`src/rtl/core/symbol_row_statistics_collector_macros.svh`:
```
// Assertion helpers shared by the statistics collector modules.
// Every macro samples on clk and is disabled while arst_n is low.
`ifndef SYMBOL_ROW_STATISTICS_COLLECTOR_MACROS_SVH
`define SYMBOL_ROW_STATISTICS_COLLECTOR_MACROS_SVH

// Same-cycle implication.
`define SRSC_ASSERT_IMPLY(lbl, ante, cons, msg) \
	lbl: assert property (@(posedge clk) disable iff (!arst_n) (ante) |-> (cons)) \
		else $error(msg);

// Next-cycle implication.
`define SRSC_ASSERT_NEXT(lbl, ante, cons, msg) \
	lbl: assert property (@(posedge clk) disable iff (!arst_n) (ante) |=> (cons)) \
		else $error(msg);

`endif

```
`src/rtl/core/srsc_pkg.sv`:
```
`timescale 1ns / 1ps
`default_nettype none
// ----------------------------------------------------------------------------
// srsc_pkg
// Types, sizes and codes shared by the symbol row statistics collector.
// ----------------------------------------------------------------------------
package srsc_pkg;

	// Store sizes
	localparam int ROW_COUNT     = 64;
	localparam int RATIO_DEPTH   = 11;
	localparam int COUNTER_WIDTH = 32;
	localparam int JUMP_CLASSES  = 8;
	localparam int QUEUE_DEPTH   = 2;

	// Field widths
	localparam int OPCODE_W = 2;
	localparam int ROW_W    = 6;
	localparam int ENERGY_W = 48;
	localparam int TABLE_W  = 2;
	localparam int INDEX_W  = 6;
	localparam int VALUE_W  = 32;
	localparam int BIN_W    = 6;

	// Derived widths
	localparam int ROW_AW   = $clog2(ROW_COUNT);
	localparam int RATIO_AW = $clog2(RATIO_DEPTH);
	localparam int JUMP_AW  = $clog2(JUMP_CLASSES);
	localparam int DEN_W    = ENERGY_W - 1;
	localparam int NUM_W    = ENERGY_W + 3;

	// Opcodes
	localparam logic [OPCODE_W-1:0] OP_RECORD = 2'd0;
	localparam logic [OPCODE_W-1:0] OP_READ   = 2'd1;
	localparam logic [OPCODE_W-1:0] OP_CLEAR  = 2'd2;

	// Read tables
	localparam logic [TABLE_W-1:0] TBL_ROWS   = 2'd0;
	localparam logic [TABLE_W-1:0] TBL_RATIO  = 2'd1;
	localparam logic [TABLE_W-1:0] TBL_JUMP   = 2'd2;
	localparam logic [TABLE_W-1:0] TBL_TOTALS = 2'd3;

	// Totals indexes
	localparam logic [INDEX_W-1:0] TOT_SYMBOLS = 6'd0;
	localparam logic [INDEX_W-1:0] TOT_IN      = 6'd1;
	localparam logic [INDEX_W-1:0] TOT_OUT     = 6'd2;

	typedef enum logic [1:0] {
		K_RECORD,
		K_READ,
		K_CLEAR,
		K_NOP
	} kind_t;

	typedef enum logic [2:0] {
		BS_IDLE,
		BS_DIV,
		BS_RD,
		BS_WR,
		BS_FIN
	} back_state_t;

	typedef struct packed {
		logic [OPCODE_W-1:0]        opcode;
		logic [ROW_W-1:0]           top_row;
		logic signed [ENERGY_W-1:0] top_energy;
		logic signed [ENERGY_W-1:0] second_energy;
		logic                       expected_allowed;
		logic [TABLE_W-1:0]         read_table;
		logic [INDEX_W-1:0]         read_index;
	} item_t;

	typedef struct packed {
		logic [VALUE_W-1:0] read_value;
		logic [BIN_W-1:0]   ratio_bin;
		logic [JUMP_AW-1:0] jump_class;
		logic               jump_counted;
	} result_t;

	// Classified command handed from front to back
	typedef struct packed {
		kind_t              kind;
		logic [ROW_AW-1:0]  addr;
		logic [TABLE_W-1:0] read_table;
		logic [INDEX_W-1:0] read_index;
		logic               rd_ok;
		logic               allowed;
		logic               div_en;
		logic [NUM_W-1:0]   numer;
		logic [DEN_W-1:0]   denom;
		logic               jump_en;
		logic [JUMP_AW-1:0] jump_class;
	} work_t;

	typedef struct packed {
		logic full;
		logic empty;
	} q_status_t;

endpackage
`default_nettype wire

```
`src/rtl/core/srsc_front.sv`:
```
`timescale 1ns / 1ps
`default_nettype none
// ----------------------------------------------------------------------------
// srsc_front
// Accepts commands, classifies them and tracks the previous winning row.
// ----------------------------------------------------------------------------
module srsc_front (
	input  wire logic                clk,
	input  wire logic                arst_n,
	input  wire logic                start,
	input  wire srsc_pkg::item_t     cmd,
	input  wire srsc_pkg::q_status_t status,
	output logic                     busy,
	output logic                     push,
	output srsc_pkg::work_t          push_data
);

	localparam int ROW_W   = srsc_pkg::ROW_W;
	localparam int E_W     = srsc_pkg::ENERGY_W;
	localparam int NUM_W   = srsc_pkg::NUM_W;
	localparam int JUMP_AW = srsc_pkg::JUMP_AW;

	logic [ROW_W-1:0] prev_row_q;
	logic             prev_valid_q;
	logic [ROW_W-1:0] row_gap;
	logic             row_ok;

	// Six-bit rows never reach the widest class.
	function automatic logic [JUMP_AW-1:0] jump_of(input logic [ROW_W-1:0] d);
		logic [JUMP_AW-1:0] c;
		if (d == '0)
			c = JUMP_AW'(0);
		else if (d <= ROW_W'(4))
			c = JUMP_AW'(1);
		else if (d <= ROW_W'(8))
			c = JUMP_AW'(2);
		else if (d <= ROW_W'(16))
			c = JUMP_AW'(3);
		else if (d <= ROW_W'(32))
			c = JUMP_AW'(4);
		else if (d <= ROW_W'(48))
			c = JUMP_AW'(5);
		else
			c = JUMP_AW'(6);
		return c;
	endfunction

	assign busy = status.full;
	assign push = start && !status.full;

	assign row_ok  = 32'(cmd.top_row) < srsc_pkg::ROW_COUNT;
	assign row_gap = (cmd.top_row > prev_row_q) ? (cmd.top_row - prev_row_q)
	                                            : (prev_row_q - cmd.top_row);

	always_comb begin
		push_data = '0;
		case (cmd.opcode)
			srsc_pkg::OP_RECORD: push_data.kind = row_ok ? srsc_pkg::K_RECORD : srsc_pkg::K_NOP;
			srsc_pkg::OP_READ:   push_data.kind = srsc_pkg::K_READ;
			srsc_pkg::OP_CLEAR:  push_data.kind = srsc_pkg::K_CLEAR;
			default:             push_data.kind = srsc_pkg::K_NOP;
		endcase

		push_data.addr = (cmd.opcode == srsc_pkg::OP_READ) ? srsc_pkg::ROW_AW'(cmd.read_index)
		                                                  : srsc_pkg::ROW_AW'(cmd.top_row);
		push_data.read_table = cmd.read_table;
		push_data.read_index = cmd.read_index;

		case (cmd.read_table)
			srsc_pkg::TBL_ROWS:  push_data.rd_ok = 32'(cmd.read_index) < srsc_pkg::ROW_COUNT;
			srsc_pkg::TBL_RATIO: push_data.rd_ok = 32'(cmd.read_index) < srsc_pkg::RATIO_DEPTH;
			srsc_pkg::TBL_JUMP:  push_data.rd_ok = 32'(cmd.read_index) < srsc_pkg::JUMP_CLASSES;
			default:             push_data.rd_ok = cmd.read_index <= srsc_pkg::TOT_OUT;
		endcase

		push_data.allowed = cmd.expected_allowed;

		// Divide only for a positive top and a non-negative second energy.
		push_data.div_en = !cmd.top_energy[E_W-1] && (|cmd.top_energy[E_W-2:0])
		                   && !cmd.second_energy[E_W-1];
		push_data.numer  = NUM_W'({cmd.second_energy[E_W-2:0], 3'b000})
		                 + NUM_W'({cmd.second_energy[E_W-2:0], 1'b0});
		push_data.denom  = cmd.top_energy[E_W-2:0];

		push_data.jump_en    = prev_valid_q;
		push_data.jump_class = prev_valid_q ? jump_of(row_gap) : '0;
	end

	// Advance the previous row in command order.
	always_ff @(posedge clk or negedge arst_n) begin
		if (!arst_n) begin
			prev_row_q   <= '0;
			prev_valid_q <= 1'b0;
		end else if (push) begin
			if (cmd.opcode == srsc_pkg::OP_RECORD && row_ok) begin
				prev_row_q   <= cmd.top_row;
				prev_valid_q <= 1'b1;
			end else if (cmd.opcode == srsc_pkg::OP_CLEAR) begin
				prev_row_q   <= '0;
				prev_valid_q <= 1'b0;
			end
		end
	end

endmodule
`default_nettype wire

```
`src/rtl/core/srsc_queue.sv`:
```
`timescale 1ns / 1ps
`default_nettype none
// ----------------------------------------------------------------------------
// srsc_queue
// Short FIFO of classified commands between front and back.
// ----------------------------------------------------------------------------
`include "symbol_row_statistics_collector_macros.svh"
module srsc_queue (
	input  wire logic                clk,
	input  wire logic                arst_n,
	input  wire logic                push,
	input  wire srsc_pkg::work_t     push_data,
	input  wire logic                pop,
	output srsc_pkg::work_t          pop_data,
	output srsc_pkg::q_status_t      status
);

	localparam int DEPTH  = srsc_pkg::QUEUE_DEPTH;
	localparam int QA_W   = (DEPTH > 1) ? $clog2(DEPTH) : 1;
	localparam int QCNT_W = $clog2(DEPTH + 1);

	srsc_pkg::work_t   entry_q [DEPTH];
	logic [QA_W-1:0]   wr_ptr_q;
	logic [QA_W-1:0]   rd_ptr_q;
	logic [QCNT_W-1:0] count_q;

	assign pop_data     = entry_q[rd_ptr_q];
	assign status.full  = count_q == QCNT_W'(DEPTH);
	assign status.empty = count_q == '0;

	always_ff @(posedge clk) begin
		if (push)
			entry_q[wr_ptr_q] <= push_data;
	end

	always_ff @(posedge clk or negedge arst_n) begin
		if (!arst_n) begin
			wr_ptr_q <= '0;
			rd_ptr_q <= '0;
			count_q  <= '0;
		end else begin
			if (push)
				wr_ptr_q <= (wr_ptr_q == QA_W'(DEPTH - 1)) ? '0 : wr_ptr_q + 1'b1;
			if (pop)
				rd_ptr_q <= (rd_ptr_q == QA_W'(DEPTH - 1)) ? '0 : rd_ptr_q + 1'b1;
			if (push && !pop)
				count_q <= count_q + 1'b1;
			else if (pop && !push)
				count_q <= count_q - 1'b1;
		end
	end

	`SRSC_ASSERT_IMPLY(a_no_overflow, push, count_q != QCNT_W'(DEPTH), "push into full queue")
	`SRSC_ASSERT_IMPLY(a_no_underflow, pop, count_q != '0, "pop from empty queue")

endmodule
`default_nettype wire

```
`src/rtl/core/srsc_back.sv`:
```
`timescale 1ns / 1ps
`default_nettype none
// ----------------------------------------------------------------------------
// srsc_back
// Executes queued commands: ratio divider, counter stores, result register.
// ----------------------------------------------------------------------------
`include "symbol_row_statistics_collector_macros.svh"
module srsc_back (
	input  wire logic                clk,
	input  wire logic                arst_n,
	input  wire srsc_pkg::q_status_t status,
	input  wire srsc_pkg::work_t     head,
	output logic                     pop,
	output logic                     done,
	output srsc_pkg::result_t        result
);

	localparam int CNT_W    = srsc_pkg::COUNTER_WIDTH;
	localparam int ROWS     = srsc_pkg::ROW_COUNT;
	localparam int BINS     = srsc_pkg::RATIO_DEPTH;
	localparam int JUMPS    = srsc_pkg::JUMP_CLASSES;
	localparam int RATIO_AW = srsc_pkg::RATIO_AW;
	localparam int JUMP_AW  = srsc_pkg::JUMP_AW;
	localparam int CMP_W    = srsc_pkg::NUM_W + RATIO_AW;
	localparam int STEP_W   = $clog2(RATIO_AW + 1);
	localparam logic [RATIO_AW:0] RB_MAX = (RATIO_AW + 1)'(BINS - 1);

	srsc_pkg::back_state_t state_q, state_nxt;
	srsc_pkg::work_t       work_q;

	// Divider
	logic [CMP_W-1:0]    rem_q;
	logic [CMP_W-1:0]    dsh_q;
	logic [RATIO_AW:0]   quo_q;
	logic [STEP_W-1:0]   step_q;
	logic                ge;

	// Stores
	logic [CNT_W-1:0]    row_mem [ROWS];
	logic [ROWS-1:0]     row_vld_q;
	logic [CNT_W-1:0]    rd_data_q;
	logic                rd_vld_q;
	logic [CNT_W-1:0]    ratio_q [BINS];
	logic [CNT_W-1:0]    jump_q [JUMPS];
	logic [CNT_W-1:0]    sym_q;
	logic [CNT_W-1:0]    in_q;
	logic [CNT_W-1:0]    out_q;

	// Control
	logic                mem_re;
	logic                rec_we;
	logic                clr;
	logic                done_nxt;
	logic                done_q;
	srsc_pkg::result_t   result_nxt;
	srsc_pkg::result_t   result_q;

	logic [RATIO_AW-1:0] rb;
	logic [RATIO_AW-1:0] ratio_addr;
	logic [JUMP_AW-1:0]  jump_addr;
	logic [CNT_W-1:0]    row_old;
	logic [CNT_W-1:0]    ratio_old;
	logic [CNT_W-1:0]    jump_old;
	logic [CNT_W-1:0]    read_val;

	function automatic logic [CNT_W-1:0] sat_inc(input logic [CNT_W-1:0] v);
		return (&v) ? v : v + 1'b1;
	endfunction

	assign ge = rem_q >= dsh_q;
	assign rb = (quo_q >= RB_MAX) ? RB_MAX[RATIO_AW-1:0] : quo_q[RATIO_AW-1:0];

	assign ratio_addr = (work_q.kind == srsc_pkg::K_READ) ? work_q.read_index[RATIO_AW-1:0] : rb;
	assign jump_addr  = (work_q.kind == srsc_pkg::K_READ) ? work_q.read_index[JUMP_AW-1:0]
	                                                      : work_q.jump_class;
	assign row_old    = rd_vld_q ? rd_data_q : '0;
	assign ratio_old  = ratio_q[ratio_addr];
	assign jump_old   = jump_q[jump_addr];

	// Next state
	always_comb begin
		state_nxt = state_q;
		case (state_q)
			srsc_pkg::BS_IDLE: begin
				if (!status.empty) begin
					case (head.kind)
						srsc_pkg::K_RECORD: state_nxt = head.div_en ? srsc_pkg::BS_DIV
						                                            : srsc_pkg::BS_RD;
						srsc_pkg::K_READ:   state_nxt = srsc_pkg::BS_RD;
						default:            state_nxt = srsc_pkg::BS_FIN;
					endcase
				end
			end
			srsc_pkg::BS_DIV: state_nxt = (step_q == '0) ? srsc_pkg::BS_RD : srsc_pkg::BS_DIV;
			srsc_pkg::BS_RD:  state_nxt = srsc_pkg::BS_WR;
			srsc_pkg::BS_WR:  state_nxt = srsc_pkg::BS_IDLE;
			srsc_pkg::BS_FIN: state_nxt = srsc_pkg::BS_IDLE;
			default:          state_nxt = srsc_pkg::BS_IDLE;
		endcase
	end

	// Outputs
	always_comb begin
		pop        = (state_q == srsc_pkg::BS_IDLE) && !status.empty;
		mem_re     = state_q == srsc_pkg::BS_RD;
		rec_we     = (state_q == srsc_pkg::BS_WR) && (work_q.kind == srsc_pkg::K_RECORD);
		clr        = (state_q == srsc_pkg::BS_FIN) && (work_q.kind == srsc_pkg::K_CLEAR);
		done_nxt   = (state_q == srsc_pkg::BS_WR) || (state_q == srsc_pkg::BS_FIN);
		result_nxt = '0;

		case (work_q.read_table)
			srsc_pkg::TBL_ROWS:  read_val = row_old;
			srsc_pkg::TBL_RATIO: read_val = ratio_old;
			srsc_pkg::TBL_JUMP:  read_val = jump_old;
			default: begin
				case (work_q.read_index)
					srsc_pkg::TOT_SYMBOLS: read_val = sym_q;
					srsc_pkg::TOT_IN:      read_val = in_q;
					srsc_pkg::TOT_OUT:     read_val = out_q;
					default:               read_val = '0;
				endcase
			end
		endcase

		if (state_q == srsc_pkg::BS_WR) begin
			if (work_q.kind == srsc_pkg::K_RECORD) begin
				result_nxt.ratio_bin    = srsc_pkg::BIN_W'(rb);
				result_nxt.jump_class   = work_q.jump_en ? work_q.jump_class : '0;
				result_nxt.jump_counted = work_q.jump_en;
			end else if (work_q.rd_ok) begin
				result_nxt.read_value = srsc_pkg::VALUE_W'(read_val);
			end
		end
	end

	// State, divider and command registers
	always_ff @(posedge clk or negedge arst_n) begin
		if (!arst_n) begin
			state_q <= srsc_pkg::BS_IDLE;
			done_q  <= 1'b0;
		end else begin
			state_q <= state_nxt;
			done_q  <= done_nxt;
		end
	end

	always_ff @(posedge clk) begin
		result_q <= result_nxt;
		if (pop) begin
			work_q <= head;
			rem_q  <= CMP_W'(head.numer);
			dsh_q  <= CMP_W'(head.denom) << RATIO_AW;
			quo_q  <= '0;
			step_q <= STEP_W'(RATIO_AW);
		end else if (state_q == srsc_pkg::BS_DIV) begin
			// One restoring step per cycle, quotient MSB first.
			rem_q  <= ge ? rem_q - dsh_q : rem_q;
			dsh_q  <= dsh_q >> 1;
			quo_q  <= {quo_q[RATIO_AW-1:0], ge};
			step_q <= step_q - 1'b1;
		end
	end

	// Row count memory
	always_ff @(posedge clk) begin
		if (rec_we)
			row_mem[work_q.addr] <= sat_inc(row_old);
		if (mem_re) begin
			rd_data_q <= row_mem[work_q.addr];
			rd_vld_q  <= row_vld_q[work_q.addr];
		end
	end

	// Valid bits, small histograms and totals
	always_ff @(posedge clk or negedge arst_n) begin
		if (!arst_n) begin
			row_vld_q <= '0;
			for (int i = 0; i < BINS; i++)
				ratio_q[i] <= '0;
			for (int i = 0; i < JUMPS; i++)
				jump_q[i] <= '0;
			sym_q <= '0;
			in_q  <= '0;
			out_q <= '0;
		end else if (clr) begin
			row_vld_q <= '0;
			for (int i = 0; i < BINS; i++)
				ratio_q[i] <= '0;
			for (int i = 0; i < JUMPS; i++)
				jump_q[i] <= '0;
			sym_q <= '0;
			in_q  <= '0;
			out_q <= '0;
		end else if (rec_we) begin
			row_vld_q[work_q.addr] <= 1'b1;
			ratio_q[ratio_addr]    <= sat_inc(ratio_old);
			if (work_q.jump_en)
				jump_q[jump_addr] <= sat_inc(jump_old);
			sym_q <= sat_inc(sym_q);
			if (work_q.allowed)
				in_q <= sat_inc(in_q);
			else
				out_q <= sat_inc(out_q);
		end
	end

	assign done   = done_q;
	assign result = result_q;

	`SRSC_ASSERT_NEXT(a_done_pulse, done_q, !done_q, "result strobe held past one cycle")
	`SRSC_ASSERT_IMPLY(a_div_record, state_q == srsc_pkg::BS_DIV, work_q.kind == srsc_pkg::K_RECORD && work_q.div_en, "divider running without a dividing record")
	`SRSC_ASSERT_NEXT(a_div_exit, state_q == srsc_pkg::BS_DIV && step_q == '0, state_q == srsc_pkg::BS_RD, "divider did not hand over after last step")

endmodule
`default_nettype wire

```
`src/rtl/core/symbol_row_statistics_collector.sv`:
```
`timescale 1ns / 1ps
`default_nettype none
// Back-end flow: a record with a division runs the 5-step restoring ratio divider,
// then reads and writes its counters; a record without one, or a read, goes
// straight to the read and write states; a clear or an ignored command goes to
// the finish state. A two-entry queue takes commands meanwhile; busy = queue full.
// Reset (arst_n low, asynchronous) clears counters, row valid bits, previous row
// and the queue; results cannot be held off and are valid only while done is high.
// ----------------------------------------------------------------------------
// symbol_row_statistics_collector
// Counts decoded symbols per row, ratio bin, jump class and allowed flag.
// ----------------------------------------------------------------------------
module symbol_row_statistics_collector (
	input  wire logic              clk,
	input  wire logic              arst_n,
	input  wire logic              start,
	output logic                   busy,
	input  wire srsc_pkg::item_t   cmd,
	output logic                   done,
	output srsc_pkg::result_t      result
);

	// Front to queue transfer
	logic                push;
	srsc_pkg::work_t     push_data;

	// Queue to back transfer
	logic                pop;
	srsc_pkg::work_t     head;
	srsc_pkg::q_status_t status;

	// Front: accept a command when the queue has room, classify it (opcode,
	// range checks, divide enable, ten times the second energy) and work out
	// the jump class against the previous row, which it advances in order.
	srsc_front u_front (
		.clk       (clk),
		.arst_n    (arst_n),
		.start     (start),
		.cmd       (cmd),
		.status    (status),
		.busy      (busy),
		.push      (push),
		.push_data (push_data)
	);

	// Queue: hold classified commands so the front keeps taking transfers
	// while the back end divides or updates counters.
	srsc_queue u_queue (
		.clk       (clk),
		.arst_n    (arst_n),
		.push      (push),
		.push_data (push_data),
		.pop       (pop),
		.pop_data  (head),
		.status    (status)
	);

	// Back: pop one command at a time, run the ratio divider for records with divide enable,
	// read-modify-write the counter stores and drive the one-cycle result.
	srsc_back u_back (
		.clk    (clk),
		.arst_n (arst_n),
		.status (status),
		.head   (head),
		.pop    (pop),
		.done   (done),
		.result (result)
	);

endmodule
`default_nettype wire

```
`config.mk`:
```
export PLATFORM = sky130hd
export DESIGN_NAME = symbol_row_statistics_collector
export DESIGN_NICKNAME = d
export VERILOG_FILES = /design/src/rtl/core/srsc_pkg.sv /design/src/rtl/core/srsc_front.sv /design/src/rtl/core/srsc_queue.sv /design/src/rtl/core/srsc_back.sv /design/src/rtl/core/symbol_row_statistics_collector.sv
export VERILOG_INCLUDE_DIRS = /design/src /design/src/rtl/core
export SDC_FILE = /design/constraint.sdc
export NUM_CORES = 2
export LEC_CHECK = 0
export BUFFER_PORTS_ARGS = -buffer_cell sky130_fd_sc_hd__buf_2
export CORE_UTILIZATION = 40
export DETAILED_ROUTE_END_ITERATION = 10
export PLACE_DENSITY = 0.65
export SLEW_MARGIN = 20
export SYNTH_ARGS = -nofsm -noshare
export SYNTH_HDL_FRONTEND = slang
export SYNTH_SLANG_ARGS = --single-unit
```
`constraint.sdc`:
```
create_clock -name clk -period 7.8 [get_ports clk]
set_input_delay 1.95 -clock clk [delete_from_list [all_inputs] [get_ports clk]]
set_output_delay 1.95 -clock clk [all_outputs]
set_load 0.05 [all_outputs]
```
==> run_results.csv <==
group,metric,value,unit
placed_design,gp_congestion,0.940,
cts,root_buffer,"clkbuf_16",
floorplan,die_w,586,microns
synth,syn_area,0.137,sq mm
flow_run,maxCapViolCount,0,
sta,finClkSkew,0.0998,ns
hold_path,min_path_type,"register to register",
floorplan,die_area,0.344,sq mm
sta,min_period,6.64,ns
outcome,outcome,"complete, but fails checks",
synth,synth_edf_count,2441,
sta,tns,0,ns
floorplan,core,0.340,sq mm
cts,cts_buffers,332,
drt,postRouteWirelength,417000,microns
synth,yosysUniqueCellTypes,108,
grt,grt_max_degree,263,
critical_path,regToRegStartpoint,"u_back.work_q[120]",
synth,synthArstFlopShare,23.9,%
drt,vias,93700,
critical_path,ff2ff_path_depth,12,
placed_design,placed_cell_area,0.143,sq mm
drt,drc_errors,28,
floorplan,chipHeight,586,microns
cells_and_area,layout_common_cells,"2441 x edfxtp_1, 782 x dfrtp_1, 761 x nand3_1",
grt,grt_usage,23.5,%
critical_path,r2r_slack,1.16,ns
synth,syn_area_per_cell,13.4,sq um
synth,synth.area.top_cells,"edfxtp_1 54%, dfrtp_1 14%, a22oi_1 3.6%, nand3_1 2.8%, o21ai_0 2.5%",
synth,ys.flop_type,"edfxtp_1",
cells_and_area,drive_gt1_share,11.5,%
cts,clk_pin_slew_worst_paths,0.06,ns
synth,yosysSeqAreaShare,68.8,%
critical_path,crit_path_end_kind,"register",
critical_path,crit_type,"register to register",
synth,yosys.area.top_type_share,53.7,%
sta,final-hold-violation-count,0,
drt,postRouteAntennaNets,0,
cells_and_area,area_growth,12.8,%
critical_path,crit_fanout,31,
cts,ctsHoldBuffers,0,
cells_and_area,fillCellCount,29700,
floorplan,rows,214,
sta,clock.fmax,151,MHz
synth,postSynthCellCount,10200,
grt,grt_pass1_wl,606000,microns
critical_path,cp-endpoint,"u_back.ratio_q[71]",
cells_and_area,multi_input_area,0.0401,sq mm
pwr,total_power,56.5,mW
cts,cts_buffer_depth,4,
critical_path,reg2reg_to,"u_back.ratio_q[71]",
pwr,powerDensity,367,mW/mm^2
synth,yosysTopAreaCell,"edfxtp_1",
cells_and_area,final_nets,10400,
grt,grt_overflow,0,
grt,antenna_found_initial,40,
placed_design,dp_hpwl,242000,microns
cts,clkLatencyLatePin,0.97,ns
cells_and_area,postLayoutCoreUtil,45.4,%
floorplan,start_util,40.2,%
synth,synth_warnings,0,
sta,finalCritPeriodShare,85.1,%
cts,cts_setup_buffers,0,
cts,cts.htree.levels,5,
cells_and_area,final_cell_area,0.154,sq mm
sta,slew_headroom,11.6,%
cts,cts_resized,0,
floorplan,ios,160,
cells_and_area,final_common_cell,"edfxtp_1",
critical_path,critPathLaunchType,"register",
cells_and_area,seq_area,0.0940,sq mm
drt,post_drt_via_cell_ratio,6.23,
critical_path,cp.required,8.54,ns
critical_path,arrival,7.38,ns
cts,cts_tree,"yes",
grt,first_global_vias,89800,
placed_design,port-buffer-count,157,
pwr,p_leak,53.6,nW
cts,cts.sinks,3280,
pwr,ir_worst_vdd,0.306,mV
sta,setup_viol,0,
sta,worst_pin_slew,1.33,ns
sta,rsz0062_at_grt,"false",
drt,first_pass_iters,10,
drt,wl_per_cell,27.7,microns
critical_path,crit_start,"u_back.work_q[120]",
drt,drt_iter0_drc,12200,
sta,final_max_slew_viol_count,0,
synth,ys_ff_latch,3280,
outcome,violations,"DRC",
==> synthesized netlist by cell type (44+ instances only) <==
| cell | count |
|---|---|
| a22o_1 | 211 |
| and3_1 | 54 |
| clkbuf_1 | 565 |
| edfxtp_1 | 2441 |
| a31oi_1 | 254 |
| nor4_1 | 64 |
| a221oi_1 | 220 |
| o211ai_1 | 79 |
| nand3_1 | 766 |
| and2_1 | 49 |
| nand2_1 | 470 |
| xnor2_1 | 125 |
| o22ai_1 | 86 |
| inv_1 | 139 |
| buf_2 | 44 |
| buf_1 | 104 |
| mux2_2 | 52 |
| o21ai_0 | 679 |
| dfrtp_1 | 783 |
| a21oi_1 | 300 |
| ha_1 | 116 |
| a21o_1 | 94 |
| dfxtp_1 | 56 |
| nand4_1 | 184 |
| a22oi_1 | 648 |
| nor3_1 | 78 |
| nor2_1 | 542 |
| xor2_1 | 108 |
| or3_1 | 46 |
| mux2i_1 | 256 |
==> flip-flops by register name, summed over array words and instances (netlist names), 2 cells and up <==
register and flops:
u_back.work_q 22, u_back.state_q 3, u_back.rem_q 55, u_back.row_mem 2048, u_back.step_q 3, u_back.rd_data_q 32, u_back.jump_q 256, u_back.in_q 32
u_back.quo_q 5, u_queue.count_q 2, u_back.out_q 32, u_queue.entry_q 240, u_back.row_vld_q 64, u_front.prev_row_q 6, u_back.result 40, u_back.dsh_q 51
u_back.ratio_q 352, u_back.sym_q 32
==> per-layer routing <==
| layer | track usage, % | share of wire (%) | vias up | wire length (microns) |
|---|---|---|---|---|
| met5 | 0 | 0.019 | - | 80 |
| met4 | 8.06 | 3.7 | 12 | 15400 |
| met3 | 4.70 | 10 | 864 | 43200 |
| met2 | 36.7 | 45 | 5357 | 190000 |
| met1 | 32.9 | 40 | 47600 | 169000 |
| li1 | - | - | 39900 | - |
==> area by class of cell <==
cell class,instances,share of cell area (%)
diodes,17,0.0276
clock buffers,442,5.88
clock inverters,165,0.953
multi-input cells,6033,26.0
flip-flops and latches,3280,61.0
repair buffers,422,2.06
inverters,143,0.349
well taps,4536,3.68
==> power breakdown <==
group	internal, mW	switching [mW]	total, mW	leakage (nW)
sequential	21.1	0.740	21.8	33.8
combinational	5.52	13.5	19.0	14.7
clock	8.88	6.75	15.6	5.13
==> worst max-delay path, stage by stage, from the launching register on <==
cell and delay [ns]:
edfxtp_1 0.55, nand2b_2 0.69, a21o_1 0.70, nor3_1 0.64, buf_4 0.29, a221o_1 0.16, o211ai_1 0.27, or4_1 0.87
nand4bb_1 0.37, nor4_4 0.90, nor4_1 0.15, xnor2_1 0.67, o21ai_0 0.21
==> worst min path at each step <==
stage / startpoint / endpoint / cells after the start
final: u_back.rem_q[53] / u_back.rem_q[53] / 1
after global routing: u_back.rem_q[53] / u_back.rem_q[53] / 1
after CTS: u_back.dsh_q[0] / u_back.dsh_q[0] / 2
after detailed placement: u_back.dsh_q[0] / u_back.dsh_q[0] / 2
after global placement: u_back.dsh_q[0] / u_back.dsh_q[0] / 2
after floorplan: u_back.rem_q[53] / u_back.rem_q[53] / 1
==> metrics by stage <==
stage          setup slack [ns]  hold slack (ns)  std cells
2_1_floorplan            0.0713            0.434      10200
3_3_place_gp               1.64            0.448      14400
3_5_place_dp               1.34            0.462      14400
4_1_cts                    1.33            0.471      15000
5_1_grt                   0.956            0.493      15000
6_report                   1.16            0.469      15000
==> cells by family (layout without fill, tap and decap cells) <==
family | after synthesis | count (layout) | share of synthesized area, %
DFF | 3280 | 3280 | 68.8
AOI/OAI and AO/OA | 2920 | 2920 | 14.5
adders and majority gates | 120 | 120 | 1.12
xor gates and xnor gates | 235 | 235 | 1.52
and+or+nand+nor | 2425 | 2425 | 8.66
muxes | 331 | 331 | 2.68
other | 1 | 19 | 0.00274
buffers and inverters | 898 | 1172 | 2.67
Power figures use the tool's default switching activity.
